[config.mk]
export PLATFORM = sky130hd
export DESIGN_NAME = rc5_cfg
export DESIGN_NICKNAME = d
export VERILOG_FILES = /design/src/design/rc5_pkg.sv /design/src/design/rc5_cfg.sv
export SDC_FILE = /design/constraint.sdc
export NUM_CORES = 1
export LEC_CHECK = 0
export BUFFER_PORTS_ARGS = -buffer_cell sky130_fd_sc_hd__clkbuf_2
export CORE_MARGIN = 2
export CORE_UTILIZATION = 50
export DETAILED_ROUTE_END_ITERATION = 6
export PLACE_DENSITY = 0.82
export SLEW_MARGIN = 20
export SYNTH_ARGS = -nofsm -noshare
export SYNTH_HDL_FRONTEND = slang
export SYNTH_SLANG_ARGS = --single-unit
[constraint.sdc]
create_clock -name clk_i -period 2.6 [get_ports clk_i]
set_clock_uncertainty 0.15 [all_clocks]
set_input_delay 0.26 -clock clk_i [delete_from_list [all_inputs] [get_ports clk_i]]
set_output_delay 0.26 -clock clk_i [all_outputs]
set_load 0.03 [all_outputs]
[src/design/rc5_pkg.sv]
// Package: shared types and constants for the RC5 infrared decoder.
`default_nettype none

package rc5_pkg;

  // Register indexes on the configuration channel
  localparam int unsigned CfgIdxWidth = 3;
  typedef enum logic [CfgIdxWidth-1:0] {
    CFG_SHORT_LIM  = 3'd0,
    CFG_PULSE_HALF = 3'd1,
    CFG_END_LIM    = 3'd2,
    CFG_QUIET_LIM  = 3'd3
  } cfg_idx_e;

  // Field widths
  localparam int unsigned TimerWidth = 8;
  localparam int unsigned QuietWidth = 16;
  localparam int unsigned CodeWidth  = 14;
  localparam int unsigned ShiftWidth = CodeWidth + 1;
  localparam int unsigned TallyWidth = 6;

  // Frame markers inside the shift word
  localparam int unsigned StartBit    = CodeWidth - 1;   // first start bit lands here
  localparam int unsigned OverflowBit = CodeWidth;       // word holds too many bits

  // Repeat count saturation
  localparam logic [TallyWidth-1:0] TallyMax = TallyWidth'(50);

  // Register reset values
  localparam logic [TimerWidth-1:0] ShortLimReset  = TimerWidth'(5);
  localparam logic [TimerWidth-1:0] PulseHalfReset = TimerWidth'(10);
  localparam logic [TimerWidth-1:0] EndLimReset    = TimerWidth'(15);
  localparam logic [QuietWidth-1:0] QuietLimReset  = QuietWidth'(768);

  // Configuration write item
  typedef struct packed {
    cfg_idx_e                index;
    logic [QuietWidth-1:0]   value;
  } cfg_wr_t;

  // Timing thresholds as seen by the decoder
  typedef struct packed {
    logic [TimerWidth-1:0] short_lim;
    logic [TimerWidth-1:0] pulse_half;
    logic [TimerWidth-1:0] end_lim;
    logic [QuietWidth-1:0] quiet_lim;
  } rc5_cfg_t;

  // Input item: one pin sample
  typedef struct packed {
    logic ir_level;
  } ir_item_t;

  // Result item
  typedef struct packed {
    logic                  code_valid;
    logic [CodeWidth-1:0]  code_word;
    logic [TallyWidth-1:0] repeat_count;
    logic                  pause_seen;
    logic                  led_level;
  } rc5_result_t;

endpackage

`default_nettype wire

[src/design/rc5_cfg.sv]
// Configuration register file for the decoder timing thresholds.
`default_nettype none

module rc5_cfg
  import rc5_pkg::*;
(
  input  wire logic     clk_i,
  input  wire logic     rst_ni,
  input  wire logic     wr_en_i,
  input  wire cfg_wr_t  wr_i,
  output rc5_cfg_t      cfg_o
);

  rc5_cfg_t cfg_q, cfg_d;

  // Register write decode; unknown indexes are dropped
  always_comb begin
    cfg_d = cfg_q;
    if (wr_en_i) begin
      unique case (wr_i.index)
        CFG_SHORT_LIM:  cfg_d.short_lim  = wr_i.value[TimerWidth-1:0];
        CFG_PULSE_HALF: cfg_d.pulse_half = wr_i.value[TimerWidth-1:0];
        CFG_END_LIM:    cfg_d.end_lim    = wr_i.value[TimerWidth-1:0];
        CFG_QUIET_LIM:  cfg_d.quiet_lim  = wr_i.value;
        default:        cfg_d = cfg_q;
      endcase
    end
  end

  always_ff @(posedge clk_i or negedge rst_ni) begin
    if (!rst_ni) begin
      cfg_q.short_lim  <= ShortLimReset;
      cfg_q.pulse_half <= PulseHalfReset;
      cfg_q.end_lim    <= EndLimReset;
      cfg_q.quiet_lim  <= QuietLimReset;
    end else begin
      cfg_q <= cfg_d;
    end
  end

  assign cfg_o = cfg_q;

endmodule

`default_nettype wire

==> results.toml <==
[status]
status = "finished, final reports clean"

[synth]
ys_warn_count = 0
synth.avg_cell_area_um2 = 17.8
yosysTopAreaCellShare = 0.486
yosysTopAreaCell = "dfrtp_1"
netlist_instances = 87
synth_cell_types = 8
ys_ff_latch = 40
syn_area_um2 = 1550
ys_seq_area_frac = 0.656
synthTopCellsByArea = "dfrtp_1 (49%), mux2_2 (29%), dfstp_2 (17%)"
synth_nets = 109

[detailed_routing]
remaining_drc_errors = 0
drtIter0Drc = 16
wl_per_cell_um = 16.3
firstDrtPassIters = 3
vias_per_cell = 5.22
drt.antenna.violating_nets = 0
totalWireLength_mm = 3.17
dr_total_vias = 1017

[global_routing]
antenna_found_initial = 0
grt_max_degree = 41
grt_pass1_vias = 1010
grt_pass1_wl_mm = 4.82
overflow = 0
grtUsageTotal = 0.192

[clock_tree]
clk_pin_slew_ps = 110
clkSinkCount = 40
root_buffer = "clkbuf_4"
clk_latency_ps = 340
cts_tree = "done"
clockBufferDepth = 2
cts_resized = 0
numCtsBuffers = 5
htreeDepth = 2
postCtsSetupBuffers = 0

[floorplanning]
fp.dieArea_um2 = 3550
pin_count = 62
dieWidth_um = 59.6
die_h_um = 59.6
num_rows = 20
core_area_um2 = 3000
start_util = 0.515

[pwr]
power_frac_comb = 0.339
finalPower_mw = 1.82
ir_worst_vdd_mv = 0.454
p_per_area_nw_per_um2 = 895
p_leak_nw = 0.984
internal_power_mw = 1.16
sw_frac_of_total = 0.365
p_sw_mw = 0.664
clockPowerShare = 0.191
p_seq_frac = 0.470

[cells_and_area]
area_growth_pct = 31.6
post_route_cells_drive_above_1_share = 0.753
largest_reg_flops = 40
final_cell_area_um2 = 2030
fin_nets = 183
num_antenna_cells = 0
final_cells = 195
fin_util = 0.677

[timing]
fmax_ghz = 0.665
period_needed_ps = 1500
finalHoldViolations = 0
rsz0062_at_grt = "false"
relSlewSlack = 0.381
whs_ps = 36.4
period_share = 0.578
setup_viol = 0
worstMarginPinSlew_ps = 928
fin_ws_ps = 1100
drv_slew = 0
fin_setup_tns_ps = 0

[setup_path]
critical_path.cell_chain = "clkbuf_2"
critPathKind = "reg -> out"
crit_family = "flip-flops"
crit_cells = 1
start_kind = "register"
cp_data_arrival_time_ps = 1090
path_buf_inv = 1
path_max_fanout = 2
cp.required_ps = 2190
cp-end-kind = "primary output"
worstRegToRegCells = 1
critPathMaxStageDelay_ps = 550
cp_slowest_cell = "dfstp_2"

[placed_design]
place_area_um2 = 1870
place.gp.congestion = 0.794
post-place-ws_ps = 852
dp_hpwl_mm = 2.23
numPortBuffers = 61
place_inst = 178

[run]
maxCapViolations = 0

[hold_path]
hp-class = "in -> reg"
holdPathStages = 2
==> Yosys cell counts <==
| cell | number |
|---|---|
| dfstp_2 | 10 |
| and4bb_2 | 2 |
| buf_2 | 2 |
| dfrtp_1 | 30 |
| nand4b_2 | 1 |
| nor4b_4 | 1 |
| mux2_2 | 40 |
| buf_4 | 1 |
==> cell families (layout without fill, tap and decap cells) <==
kind of cell,after synthesis,after routing,share of synthesized area
buffers and inverters,3,78,0.0113
multiplexers,40,40,0.291
AND/OR/NAND/NOR,4,4,0.0413
flip-flops,40,40,0.656
==> final timing paths <==
kind	from	end	slack [ps]
worst max-delay path	cfg_o[32]$_DFFE_PN1P_	cfg_o[32]	1100
worst min-delay path	wr_i[5]	cfg_o[5]$_DFFE_PN0P_	40
worst max register to register	cfg_o[35]$_DFFE_PN0P_	cfg_o[35]$_DFFE_PN0P_	1670
worst min register to register	cfg_o[10]$_DFFE_PN0P_	cfg_o[10]$_DFFE_PN0P_	360
max in group asynchronous	rst_ni	cfg_o[2]$_DFFE_PN0P_	1260
min in group asynchronous	rst_ni	cfg_o[11]$_DFFE_PN0P_	460
==> cells in the final DEF (no fill, tap or decap) <==
master         Yosys  final
clkbuf_2           0     61
mux2_2            40     40
dfrtp_1           30     30
clkbuf_1           0      1
dlygate4sd3_1      0      9
nor4b_4            1      1
clkbuf_4           0      5
and4bb_2           2      2
nand4b_2           1      1
dfstp_2           10     10
clkbuf_8           0      2
==> repair_timing <==
item / 4_1_cts / 5_1_grt
hold buffers: 9 / 0
endpoints found under the hold margin: 38 / 0
setup endpoints to repair: 0 / 0
==> layer usage <==
layer,global-route usage,vias up,routed length (um)
li1,-,461,-
met3,0.0546,6,144
met5,0,-,0
met1,0.223,521,1280
met4,0.0667,0,53
met2,0.338,29,1690
==> cell type report <==
cell class | instances | area (um^2)
clock buffer | 8 | 68.8
fill | 203 | 970
multi-input combinational | 44 | 514
sequential | 40 | 1010
tap | 33 | 41.3
timing repair buffer | 70 | 395
==> power by group through the flow <==
stage               logic (mW)  clock network [mW]  registers, mW
floorplan                0.132                   0           1.14
global placement         0.601                   0          0.858
detailed placement       0.614                   0          0.869
CTS                      0.625               0.361          0.857
global route             0.651               0.387          0.872
finish                   0.618               0.347          0.856
Power figures use the tool's default switching activity.
