**config.mk**
```make
export PLATFORM = sky130hd
export DESIGN_NAME = rc5_core
export DESIGN_NICKNAME = d
export VERILOG_FILES = /design/src/design/rc5_pkg.sv /design/src/design/rc5_core.sv
export SDC_FILE = /design/constraint.sdc
export NUM_CORES = 1
export LEC_CHECK = 0
export BUFFER_PORTS_ARGS = -buffer_cell sky130_fd_sc_hd__buf_2
export CORE_ASPECT_RATIO = 1.75
export CORE_UTILIZATION = 53
export DETAILED_ROUTE_END_ITERATION = 16
export PLACE_DENSITY_LB_ADDON = 0.3
export SYNTH_ARGS = -nofsm -noshare
export SYNTH_HDL_FRONTEND = slang
export SYNTH_SLANG_ARGS = --single-unit
```
**constraint.sdc**
```tcl
create_clock -name clk_i -period 6.7 [get_ports clk_i]
set_input_delay 1.34 -clock clk_i [delete_from_list [all_inputs] [get_ports clk_i]]
set_output_delay 1.34 -clock clk_i [all_outputs]
set_load 0.005 [all_outputs]
```
**src/design/rc5_pkg.sv**
```systemverilog
// Package: shared types and constants for the RC5 infrared decoder.
`default_nettype none

package rc5_pkg;

  // Register indexes on the configuration channel
  localparam int unsigned CfgIdxWidth = 3;
  typedef enum logic [CfgIdxWidth-1:0] {
    CFG_SHORT_LIM  = 3'd0,
    CFG_PULSE_HALF = 3'd1,
    CFG_END_LIM    = 3'd2,
    CFG_QUIET_LIM  = 3'd3
  } cfg_idx_e;

  // Field widths
  localparam int unsigned TimerWidth = 8;
  localparam int unsigned QuietWidth = 16;
  localparam int unsigned CodeWidth  = 14;
  localparam int unsigned ShiftWidth = CodeWidth + 1;
  localparam int unsigned TallyWidth = 6;

  // Frame markers inside the shift word
  localparam int unsigned StartBit    = CodeWidth - 1;   // first start bit lands here
  localparam int unsigned OverflowBit = CodeWidth;       // word holds too many bits

  // Repeat count saturation
  localparam logic [TallyWidth-1:0] TallyMax = TallyWidth'(50);

  // Register reset values
  localparam logic [TimerWidth-1:0] ShortLimReset  = TimerWidth'(5);
  localparam logic [TimerWidth-1:0] PulseHalfReset = TimerWidth'(10);
  localparam logic [TimerWidth-1:0] EndLimReset    = TimerWidth'(15);
  localparam logic [QuietWidth-1:0] QuietLimReset  = QuietWidth'(768);

  // Configuration write item
  typedef struct packed {
    cfg_idx_e                index;
    logic [QuietWidth-1:0]   value;
  } cfg_wr_t;

  // Timing thresholds as seen by the decoder
  typedef struct packed {
    logic [TimerWidth-1:0] short_lim;
    logic [TimerWidth-1:0] pulse_half;
    logic [TimerWidth-1:0] end_lim;
    logic [QuietWidth-1:0] quiet_lim;
  } rc5_cfg_t;

  // Input item: one pin sample
  typedef struct packed {
    logic ir_level;
  } ir_item_t;

  // Result item
  typedef struct packed {
    logic                  code_valid;
    logic [CodeWidth-1:0]  code_word;
    logic [TallyWidth-1:0] repeat_count;
    logic                  pause_seen;
    logic                  led_level;
  } rc5_result_t;

endpackage

`default_nettype wire

```
**src/design/rc5_core.sv**
```systemverilog
// Decoder core: edge timing state and the per-sample update logic.
`default_nettype none

module rc5_core
  import rc5_pkg::*;
(
  input  wire logic     clk_i,
  input  wire logic     rst_ni,
  input  wire rc5_cfg_t cfg_i,
  input  wire logic     step_i,    // consume one sample this cycle
  input  wire logic     level_i,
  output rc5_result_t   result_o
);

  logic                  last_q, last_d;
  logic [TimerWidth-1:0] timer_q, timer_d;
  logic [ShiftWidth-1:0] shift_q, shift_d;
  logic [CodeWidth-1:0]  held_q, held_d;
  logic [TallyWidth-1:0] tally_q, tally_d;
  logic [QuietWidth-1:0] quiet_q, quiet_d;

  logic [TimerWidth-1:0] timer_inc;
  logic                  frame_end, capture, edge_seen, take_bit, pause;
  logic [ShiftWidth-1:0] word_a, word_b, word_sh;
  logic [QuietWidth-1:0] quiet_a, quiet_inc;

  // Frame end and capture of a complete 14-bit word
  assign timer_inc = timer_q + TimerWidth'(1);
  assign frame_end = timer_inc > cfg_i.end_lim;
  assign capture   = frame_end && !shift_q[OverflowBit] && shift_q[StartBit];
  assign word_a    = frame_end ? '0 : shift_q;

  always_comb begin
    held_d  = held_q;
    tally_d = tally_q;
    if (capture) begin
      if (shift_q[CodeWidth-1:0] == held_q) begin
        tally_d = (tally_q < TallyMax) ? tally_q + TallyWidth'(1) : TallyMax;
      end else begin
        held_d  = shift_q[CodeWidth-1:0];
        tally_d = '0;
      end
    end
  end

  // Edge handling: drop short pulses, sample on start or long pulse
  assign edge_seen = level_i != last_q;
  assign word_b    = (edge_seen && (timer_inc < cfg_i.short_lim)) ? '0 : word_a;
  assign take_bit  = edge_seen && ((word_b == '0) || (timer_inc > cfg_i.pulse_half));
  // full word keeps its bits in place, new bit is OR-ed into bit 0
  assign word_sh   = word_b[OverflowBit] ? word_b : {word_b[ShiftWidth-2:0], 1'b0};

  always_comb begin
    shift_d = word_b;
    timer_d = timer_inc;
    if (take_bit) begin
      shift_d = {word_sh[ShiftWidth-1:1], word_sh[0] | ~level_i};
      timer_d = '0;
    end
  end

  // Quiet tick counter and pause flag
  assign quiet_a   = (capture || edge_seen) ? '0 : quiet_q;
  assign quiet_inc = quiet_a + QuietWidth'(1);
  assign pause     = quiet_inc > cfg_i.quiet_lim;
  assign quiet_d   = pause ? cfg_i.quiet_lim + QuietWidth'(1) : quiet_inc;
  assign last_d    = level_i;

  always_ff @(posedge clk_i or negedge rst_ni) begin
    if (!rst_ni) begin
      last_q  <= 1'b0;
      timer_q <= '0;
      shift_q <= '0;
      held_q  <= '0;
      tally_q <= '0;
      quiet_q <= '0;
    end else if (step_i) begin
      last_q  <= last_d;
      timer_q <= timer_d;
      shift_q <= shift_d;
      held_q  <= held_d;
      tally_q <= tally_d;
      quiet_q <= quiet_d;
    end
  end

  // Result for this sample
  always_comb begin
    result_o.code_valid   = capture;
    result_o.code_word    = held_d;
    result_o.repeat_count = tally_d;
    result_o.pause_seen   = pause;
    result_o.led_level    = level_i;
  end

endmodule

`default_nettype wire
```
==> results.py <==
metrics = {
    "worst_hold_path": {
        "hold_class": "flop to flop",
        "min_to": "held_q[13]",
        "worstHoldStart": "held_q[13]",
        "hold-path-cell-count": 1,
    },
    "worst_setup_path": {
        "r2r-start": "timer_q[0]",
        "r2r_end": "quiet_q[0]",
        "path_delay_family": "simple AND/OR/NAND/NOR gates",
        "critical_path.max_fanout": 6,
        "r2r_slack_ns": 1.44,
        "max_stage_delay_ns": 0.36,
        "startpoint_type": "input pin",
        "end_kind": "primary output",
        "critPathKind": "input pin to primary output",
        "cp_data_arrival_time_ns": 5.04,
        "r2r_cells": 24,
        "cp_slowest_cell": "or2_2",
        "path_buf_inv": 4,
        "cp_cell_sequence": "buf_2, inv_1, ha_1, nor2b_1, o211a_1, o211a_1, nor3_4, and2_1, ha_4, nand3_2, or2_2, nor3_4, xnor2_1, nor2_1, ha_1, nand4_1, nor3_2, a21boi_2, o31ai_4, inv_2, buf_2",
        "worstPathRequired_ns": 5.36,
    },
    "layout": {
        "multi_input_comb_area_mm2": 0.00324,
        "fin_nets": 704,
        "final_core_util_pct": 63.5,
        "nFillCells": 806,
        "area_growth_pct": 16.3,
        "drive_gt1_share_pct": 22.3,
        "postLayoutCellArea_mm2": 0.00578,
        "antenna_cells": 0,
        "register_area_mm2": 0.00150,
    },
    "detailed_routing": {
        "vias": 4364,
        "wl_per_cell_um": 16.1,
        "drt-pass1-iter-count": 4,
        "vias_per_cell": 5.88,
        "ant_nets": 0,
        "wirelength_um": 11900,
        "drtIter0Drc": 210,
        "route.detailed.drc": 0,
    },
    "clocking": {
        "cts_sinks": 60,
        "numCtsBuffers": 9,
        "clock_latency_ns": 0.33,
        "cts_tree": "yes",
        "hold_buffers": 0,
        "path_clk_slew_ns": 0.05,
        "clock_tree.buffer_depth": 2,
        "cts_root_buf": "clkbuf_16",
        "ctsHtreeMaxLevel": 3,
    },
    "synth": {
        "async_flop_share_pct": 100,
        "ys_seq_area_share_pct": 30.2,
        "synth_edf_count": 0,
        "synth_area_mm2": 0.00497,
        "synthFlopType": "dfrtp_1",
        "synthTopCellsByArea": "dfrtp_1 30%, ha_1 11%, mux2_2 6.3%",
        "yosysMostFrequentCell": "dfrtp_1",
        "synth.top_cell.area_share_pct": 30.2,
        "ys_types": 62,
        "synth-seq-cells": 60,
        "syn_inst": 557,
        "synthesis.nets": 644,
        "ys_top_cells_by_count": "60 x dfrtp_1, 49 x inv_1, 43 x ha_1",
        "synth.largest_area_cell": "dfrtp_1",
        "yosysWarnings": 0,
        "avgSynthCellArea_um2": 8.92,
    },
    "global_routing": {
        "grt_usage_pct": 26.0,
        "use_met2_pct": 48.8,
        "grt_util_met3_pct": 2.70,
        "grt_max_degree": 61,
        "grt.busiest_layer": "met2",
        "overflow": 0,
        "antenna_found_initial": 0,
        "grt_pass1_wl_um": 19500,
        "grt_util_met1_pct": 28.1,
        "grt_pass1_vias": 4317,
    },
    "power_and_ir_drop": {
        "vdd_drop_max_v": 0.000185,
        "internal-power_uw": 925,
        "p_clk_share_pct": 34.9,
        "switching_share_pct": 34.5,
        "power.share.sequential_pct": 34.5,
        "p_per_area_mw_per_mm2": 244,
        "p_leak_uw": 0.00300,
        "power.switching_uw": 488,
        "power_uw": 1410,
        "share_comb_of_total_power_pct": 30.6,
    },
    "placed_design": {
        "hpwl_um": 8950,
        "gp_congestion": 0.888,
        "dpl_cell_area_mm2": 0.00541,
        "pre_cts_ws_ns": 0.267,
        "io_buffers": 66,
    },
    "floorplanning": {
        "initial_core_util_pct": 54.7,
        "row_count": 46,
        "die_area_mm2": 0.00978,
        "die_w_um": 75.2,
        "core_mm2": 0.00909,
        "die_h_um": 130,
        "io_pins": 67,
    },
    "job": {
        "cap_violations": 0,
    },
    "sta": {
        "max_freq_ghz": 0.157,
        "final_hold_viol_count": 0,
        "min_period_ns": 6.38,
        "fin_skew_ns": 0.00619,
        "setup_violations": 0,
        "drv_slew": 0,
        "worst_pin_slew_ns": 0.868,
        "setup_ws_ns": 0.319,
        "fin_crit_sh_pct": 95.2,
        "rsz0062_at_grt": "no",
        "relSlewSlack_pct": 42.2,
        "fin_setup_tns_ns": 0,
    },
    "status": {
        "status": "finished, final reports clean",
    },
}
registers in the layout (all words and copies together) (netlist names):
name and cells:
held_q 14, last_q 1, shift_q 15, timer_q 8, tally_q 6, quiet_q 16
repair_timing:
item	CTS	global route
resized for setup	0	9
endpoints found under the setup margin	0	1
setup buffers	0	1
power groups by stage:
stage               sequential (uW)  clock [uW]  combinational, uW
global route                    495         508                486
CTS                             484         497                424
finish                          488         493                432
global placement                487           0                404
detailed placement              489           0                419
floorplan                       466           0                326
worst register-to-register path, cell delays in order, from the launching register on:
cell,delay [ns]
dfrtp_2,0.43
and3_1,0.23
and3_2,0.24
nand3_1,0.13
xnor2_2,0.17
ha_1,0.31
a21oi_1,0.17
o21ai_0,0.17
o211a_1,0.22
nor3_4,0.18
and2_1,0.24
ha_4,0.19
nand3_2,0.11
or2_2,0.36
nor3_4,0.16
xnor2_1,0.14
nor2_1,0.06
ha_1,0.29
nand4_1,0.15
nor3_2,0.07
a21boi_2,0.17
o31ai_4,0.30
buf_4,0.34
nand4_1,0.14
o211a_1,0.18
worst max path at each step:
stage | endpoint | from | depth (start not counted)
finish | result_o[1] | cfg_i[17] | 21
detailed placement | result_o[1] | cfg_i[17] | 21
floorplan | result_o[1] | cfg_i[17] | 22
global placement | result_o[1] | cfg_i[17] | 21
CTS | result_o[1] | timer_q[0] | 23
global route | result_o[1] | timer_q[0] | 23
logic make-up (layout without fill, tap and decap cells):
logic type | count (synthesis) | count (layout) | synth area share (%)
AOI/OAI and AO/OA | 101 | 101 | 15.2
xor gates and xnor gates | 54 | 54 | 9.52
adders and majority gates | 43 | 43 | 10.8
buffers and inverters | 74 | 139 | 6.09
DFF | 60 | 60 | 30.2
muxes | 30 | 30 | 6.75
and+or+nand+nor | 195 | 195 | 21.4
metrics by stage:
step,std cells,hold WS [ns]
2_1_floorplan,557,0.468
6_report,742,0.514
3_5_place_dp,725,0.502
5_1_grt,742,0.536
3_3_place_gp,725,0.492
4_1_cts,741,0.517
cell usage in the layout, fill, tap and decap left out, types with 17 or more instances in the layout:
cell type  Yosys  layout
a21oi_1       17      17
buf_2          5      66
dfrtp_1       60      58
ha_1          43      42
inv_1         49      49
mux2_2        28      28
nand2_1       25      25
nand3_1       39      38
nand4_1       23      23
nor2_1        37      37
xnor2_1       27      26
xor2_1        27      26
layer usage:
metal	vias up	share of wire [%]
li1	2155	-
met1	2082	39
met2	99	55
met3	28	2.5
met4	0	3.0
met5	-	0
final cells by class:
class,count,share of cell area [%]
tap,120,2.60
timing repair buffer,72,6.50
inverter,51,3.31
multi-input combinational,423,56.1
sequential,60,26.0
clock buffer,10,3.96
clock inverter,6,1.54
Note: power is estimated with default switching activity, not from simulation.
